File: src/rtl/cstrip_pkg.sv
// Shared types and character codes for the C comment stripper.
`default_nettype none

package cstrip_pkg;

	localparam logic [7:0] CH_BACKSLASH = 8'h5C;
	localparam logic [7:0] CH_QUOTE     = 8'h22;
	localparam logic [7:0] CH_NEWLINE   = 8'h0A;
	localparam logic [7:0] CH_SLASH     = 8'h2F;
	localparam logic [7:0] CH_STAR      = 8'h2A;

	// Scanner state carried from one byte to the next
	typedef struct packed {
		logic [7:0] held_byte;
		logic       seen_any;
		logic       held_printable;
		logic       in_line_comment;
		logic       in_block_comment;
		logic       in_string;
		logic       after_backslash;
	} scan_state_t;

	localparam scan_state_t SCAN_RESET = '{
		held_byte:        8'h00,
		seen_any:         1'b0,
		held_printable:   1'b0,
		in_line_comment:  1'b0,
		in_block_comment: 1'b0,
		in_string:        1'b0,
		after_backslash:  1'b0
	};

	// One output beat, with its valid flag
	typedef struct packed {
		logic       valid;
		logic [7:0] out_byte;
		logic       out_last;
	} scan_result_t;

endpackage

`default_nettype wire

File: src/rtl/c_comment_stripper_top.sv
// Top level of the C comment stripper: stream ports, scan state, output buffering.
//
// Strips C line and block comments from a byte stream, leaving double-quoted
// strings and backslash-escaped bytes intact. One beat is taken every clock
// while s_tready is high; each byte is emitted one beat late, since the
// scanner holds a byte back to drop a slash that opens a comment. A beat with
// s_tlast high is a flush: its data is ignored, the held byte goes out (if it
// is kept) with m_tlast high, and the scanner clears. Throughput is one beat
// per cycle while the master side is ready, set by the scan-state update. A
// result is registered in the output register (or in the skid register while
// the master side stalls) before it appears on the master side. The skid
// register absorbs one result while the master side stalls; s_tready then
// stays low until that result moves into the output register.
`default_nettype none

module c_comment_stripper_top (
	input  wire logic       clk,
	input  wire logic       arst_n,
	// Slave side
	input  wire logic       s_tvalid,
	output logic            s_tready,
	input  wire logic [7:0] s_tdata,   // [7:0] data_byte
	input  wire logic       s_tlast,   // end_flush
	// Master side
	output logic            m_tvalid,
	input  wire logic       m_tready,
	output logic [7:0]      m_tdata,   // [7:0] out_byte
	output logic            m_tlast    // out_last
);
	import cstrip_pkg::*;

	scan_state_t  state_q;
	scan_state_t  state_nxt;
	scan_result_t res;

	logic       out_valid_q;
	logic [7:0] out_byte_q;
	logic       out_last_q;
	logic       skid_valid_q;
	logic [7:0] skid_byte_q;
	logic       skid_last_q;

	logic accept;
	logic push;
	logic pop;

	cstrip_next u_next (
		.data_byte (s_tdata),
		.end_flush (s_tlast),
		.cur       (state_q),
		.nxt       (state_nxt),
		.res       (res)
	);

	assign s_tready = ~skid_valid_q;
	assign accept   = s_tvalid & s_tready;
	assign push     = accept & res.valid;
	assign pop      = out_valid_q & m_tready;

	// Advance scan state on each accepted beat
	always_ff @(posedge clk or negedge arst_n) begin
		if (!arst_n) begin
			state_q <= SCAN_RESET;
		end else if (accept) begin
			state_q <= state_nxt;
		end
	end

	// Output register and skid register valids
	always_ff @(posedge clk or negedge arst_n) begin
		if (!arst_n) begin
			out_valid_q  <= 1'b0;
			skid_valid_q <= 1'b0;
		end else if (pop || !out_valid_q) begin
			out_valid_q  <= skid_valid_q | push;
			skid_valid_q <= 1'b0;
		end else if (push) begin
			skid_valid_q <= 1'b1;
		end
	end

	// Load payloads: refill output from skid first, else from the new result
	always_ff @(posedge clk) begin
		if (pop || !out_valid_q) begin
			if (skid_valid_q) begin
				out_byte_q <= skid_byte_q;
				out_last_q <= skid_last_q;
			end else begin
				out_byte_q <= res.out_byte;
				out_last_q <= res.out_last;
			end
		end else if (push) begin
			skid_byte_q <= res.out_byte;
			skid_last_q <= res.out_last;
		end
	end

	assign m_tvalid = out_valid_q;
	assign m_tdata  = out_byte_q;
	assign m_tlast  = out_last_q;

endmodule

`default_nettype wire

File: src/rtl/cstrip_next.sv
// Next-state and result logic for one source byte or flush.
`default_nettype none

module cstrip_next (
	input  wire logic [7:0]               data_byte,
	input  wire logic                     end_flush,
	input  wire cstrip_pkg::scan_state_t  cur,
	output cstrip_pkg::scan_state_t       nxt,
	output cstrip_pkg::scan_result_t      res
);
	import cstrip_pkg::*;

	logic emit_ok;
	logic slash_before;

	assign emit_ok      = cur.seen_any & cur.held_printable;
	assign slash_before = emit_ok & (cur.held_byte == CH_SLASH);

	// Classify the byte against the current scan mode
	always_comb begin
		nxt          = cur;
		res.valid    = 1'b0;
		res.out_byte = cur.held_byte;
		res.out_last = 1'b0;

		priority if (end_flush) begin
			// Emit the held byte as the last beat, then clear everything
			res.valid    = emit_ok;
			res.out_last = 1'b1;
			nxt          = SCAN_RESET;
		end else if (cur.after_backslash || data_byte == CH_BACKSLASH) begin
			res.valid           = emit_ok;
			nxt.held_printable  = ~cur.in_line_comment & ~cur.in_block_comment;
			nxt.after_backslash = ~cur.after_backslash;
			nxt.held_byte       = data_byte;
			nxt.seen_any        = 1'b1;
		end else if (cur.in_string) begin
			res.valid          = emit_ok;
			nxt.in_string      = (data_byte != CH_QUOTE);
			nxt.held_printable = 1'b1;
			nxt.held_byte      = data_byte;
			nxt.seen_any       = 1'b1;
		end else if (cur.in_line_comment) begin
			// A newline ends the comment and is kept
			nxt.held_printable  = (data_byte == CH_NEWLINE);
			nxt.in_line_comment = (data_byte != CH_NEWLINE);
			nxt.held_byte       = data_byte;
			nxt.seen_any        = 1'b1;
		end else if (cur.in_block_comment) begin
			nxt.held_printable = 1'b0;
			if (data_byte == CH_SLASH && cur.held_byte == CH_STAR) begin
				nxt.in_block_comment = 1'b0;
			end
			nxt.held_byte = data_byte;
			nxt.seen_any  = 1'b1;
		end else if (data_byte == CH_SLASH && slash_before) begin
			// Drop the held slash and open a line comment
			nxt.held_printable  = 1'b0;
			nxt.in_line_comment = 1'b1;
			nxt.held_byte       = data_byte;
			nxt.seen_any        = 1'b1;
		end else if (data_byte == CH_STAR && slash_before) begin
			// Drop the held slash; the star cannot close the comment
			nxt.held_printable   = 1'b0;
			nxt.in_block_comment = 1'b1;
			nxt.held_byte        = 8'h00;
			nxt.seen_any         = 1'b1;
		end else begin
			res.valid          = emit_ok;
			nxt.in_string      = (data_byte == CH_QUOTE);
			nxt.held_printable = 1'b1;
			nxt.held_byte      = data_byte;
			nxt.seen_any       = 1'b1;
		end
	end

endmodule

`default_nettype wire
File: config.mk
export PLATFORM = sky130hd
export DESIGN_NAME = c_comment_stripper_top
export DESIGN_NICKNAME = d
export VERILOG_FILES = /design/src/rtl/cstrip_pkg.sv /design/src/rtl/c_comment_stripper_top.sv /design/src/rtl/cstrip_next.sv
export SDC_FILE = /design/constraint.sdc
export NUM_CORES = 1
export LEC_CHECK = 0
export BUFFER_PORTS_ARGS = -buffer_cell sky130_fd_sc_hd__buf_4
export CAP_MARGIN = 5
export CORE_MARGIN = 2
export CORE_UTILIZATION = 55
export DETAILED_ROUTE_END_ITERATION = 7
export GPL_TIMING_DRIVEN = 0
export PLACE_DENSITY = 0.85
export SYNTH_ARGS = -nofsm -noshare
export SYNTH_HDL_FRONTEND = slang
export SYNTH_SLANG_ARGS = --single-unit
File: constraint.sdc
create_clock -name clk -period 2.2 [get_ports clk]
set_input_delay 0.33 -clock clk [delete_from_list [all_inputs] [get_ports clk]]
set_output_delay 0.33 -clock clk [all_outputs]
set_load 0.01 [all_outputs]
==> results.toml <==
[place]
portBuffers = 23
dpl.hpwl_mm = 2.34
dpl_cell_area_mm2 = 0.00181
dp_cells = 180
gp_congestion = 0.863

[detailed_routing]
vias = 1174
antenna_left = 0
drt_iter0_markers = 51
first_pass_iters = 4
wl_mm = 3.22
wl_per_cell_um = 17.0
drt_drc_violations_left = 0
vias_per_cell = 6.21

[yosys]
synth_ff_type = "edfxtp_1"
ys_ff_latch = 34
yosysSeqAreaShare_pct = 58.7
postSynthCellCount = 126
synth_nets = 139
syn_area_mm2 = 0.00160
syn_avg_cell_area_um2 = 12.7
synth_warnings = 0
synth_edf_count = 18
async_flop_share_pct = 47.1
synth_cell_types = 38

[layout]
syn_to_final_growth_pct = 17.3
fin_nets = 170
diodes = 0
drive_gt1_share_pct = 31.0
finalInstanceArea_mm2 = 0.00188
fill_cells = 206
final_cells = 189

[clocking]
clk_latency_ns = 0.34
cts.clk_slew.worst_paths_ns = 0.11
cts-root-buf = "clkbuf_4"
cts_buffers = 5
htree_levels = 2
cts_tree = "done"
cts_num_sinks = 34
cts_setup_buffers = 0
clk_path_buf_depth = 2

[floorplan]
die_w_um = 58.0
die_area_mm2 = 0.00336
coreArea_mm2 = 0.00276
die_h_um = 58.0
row_count = 19
start_util_pct = 58.1
ioPinCount = 24

[grt]
grt_start_max_net_pins = 17
antenna_found_initial = 0
grt_pass1_vias = 1132
grt_util_all_layers_pct = 21.5
grt_pass1_wl_mm = 5.35
grt_overflow = 0

[sta]
hold_violations = 0
relSlewSlack_pct = 64.5
rsz0062_at_grt = "no"
slew_viol_final = 0
fmax_mhz = 476
finClkSkew_ns = 0.0140
timing.final.crit_share_pct = 95.5
min_period_ns = 2.10
worstMarginPinSlew_ns = 0.533
setup_viol = 0
setup-tns-final_ns = 0
holdWs_ns = 0.237

[setup_path]
max_stage_delay_ns = 0.45
crit_path_start_kind = "flip-flop"
critPathCaptureType = "flip-flop"
worstPathMaxFanout = 9
cp.arrival_ns = 2.17
crit_required_ns = 2.27
crit_type = "reg -> reg"
crit_path_top_delay_cell = "o41ai_4"
path_cells = "nor4b_2 -> nand3_2 -> o41ai_4 -> nand2_1 -> o21a_2"

[pwr]
leakage_nw = 0.819
ir_drop_uv = 631
powerDensity_mw_per_mm2 = 659
p_total_mw = 1.24

[job]
drv_cap = 0

[run_status]
status = "completed"

[worst_hold_path]
hp-class = "in -> reg"
-- cells in the mapped netlist (3+ instances only) --
master | count | area [um^2]
edfxtp_1 | 18 | 541
and3_1 | 3 | 18.8
nand2_1 | 17 | 63.8
a22o_1 | 3 | 26.3
a21oi_1 | 3 | 15.0
nand3b_1 | 5 | 37.5
dfrtp_1 | 16 | 400
mux2_2 | 9 | 101
nor2_1 | 8 | 30.0
nor3_1 | 3 | 15.0
clkbuf_1 | 3 | 11.3
inv_1 | 3 | 11.3
a31oi_1 | 5 | 31.3
-- cell families (layout without fill, tap and decap cells) --
logic type | after synthesis | after routing | synth area share, %
compound gates | 20 | 20 | 11.2
xor+xnor | 1 | 1 | 0.547
buf+inv | 7 | 39 | 1.64
flops | 34 | 34 | 58.7
mux | 9 | 9 | 6.33
simple gates | 55 | 55 | 21.6
-- area by class of cell --
class / instances / area, um^2 / area share, %
buffer: 4 / 15.0 / 0.799
clock buffer: 6 / 41.3 / 2.20
clock inverter: 2 / 8.76 / 0.466
inverter: 3 / 11.3 / 0.599
multi-input combinational: 85 / 641 / 34.1
sequential: 34 / 941 / 50.1
tap: 31 / 38.8 / 2.06
timing repair buffer: 24 / 183 / 9.72
-- stage by stage --
stage	utilization (%)	setup WS, ns
after CTS	67.9	0.0308
after global placement	65.7	0.0986
after detailed placement	65.7	0.0514
after global routing	68.1	0.0392
after floorplan	-	0.340
final	68.1	0.100
-- critical path: cells and delay by family (launching register included) --
family	cells	cell delay, ns
AND/OR/NAND/NOR	3	0.64
flip-flops	1	0.44
AO/OA/AOI/OAI	2	0.76
-- power by group --
group	internal, mW	switching, mW	leakage [nW]	total [mW]
combinational	0.0817	0.0861	0.396	0.168
clock	0.120	0.201	0.0297	0.321
sequential	0.721	0.0282	0.393	0.749
-- cell usage in the layout (no fill, tap or decap), types with 2 or more instances in the layout --
| cell | count |
|---|---|
| a21oi_1 | 3 |
| a22o_1 | 3 |
| a31oi_1 | 5 |
| and3_1 | 3 |
| buf_4 | 23 |
| clkbuf_1 | 4 |
| clkbuf_4 | 5 |
| dfrtp_1 | 16 |
| edfxtp_1 | 18 |
| inv_1 | 3 |
| mux2_2 | 9 |
| nand2_1 | 17 |
| nand2b_1 | 2 |
| nand3_2 | 2 |
| nand3b_1 | 5 |
| nand4_1 | 2 |
| nor2_1 | 8 |
| nor2b_1 | 2 |
| nor3_1 | 3 |
| nor4b_1 | 2 |
-- layer usage --
metal	track usage (%)	up-vias	share of wire, %
li1	-	539	-
met1	27.8	571	43
met2	34.7	56	49
met3	6.25	8	6.8
met4	7.64	0	0.96
met5	0	-	0
-- state kept, by name, indices dropped and copies added (netlist names) --
register / cells
skid_valid_q: 1
state_q: 14
m_tlast: 1
skid_last_q: 1
skid_byte_q: 8
m_tdata: 8
m_tvalid: 1
-- final timing paths --
check | from | endpoint | slack [ns] | depth (start not counted)
worst max-delay path | state_q[10]$_DFFE_PN0P_ | skid_byte_q[5]$_DFFE_PP_ | 0.10 | 5
worst min-delay path | s_tdata[1] | state_q[7]$_DFFE_PN0P_ | 0.24 | 2
worst max register to register | state_q[10]$_DFFE_PN0P_ | skid_byte_q[5]$_DFFE_PP_ | 0.10 | 5
worst min register to register | state_q[11]$_DFFE_PN0P_ | skid_byte_q[5]$_DFFE_PP_ | 0.52 | 0
max in group asynchronous | arst_n | state_q[11]$_DFFE_PN0P_ | 1.63 | 2
min in group asynchronous | arst_n | state_q[3]$_DFFE_PN0P_ | 0.37 | 2
-- what timing repair did --
item	4_1_cts	5_1_grt
resized for setup	0	2
setup endpoints to repair	0	9
hold endpoints to repair	16	0
hold buffers	1	0
Power figures use the tool's default switching activity.
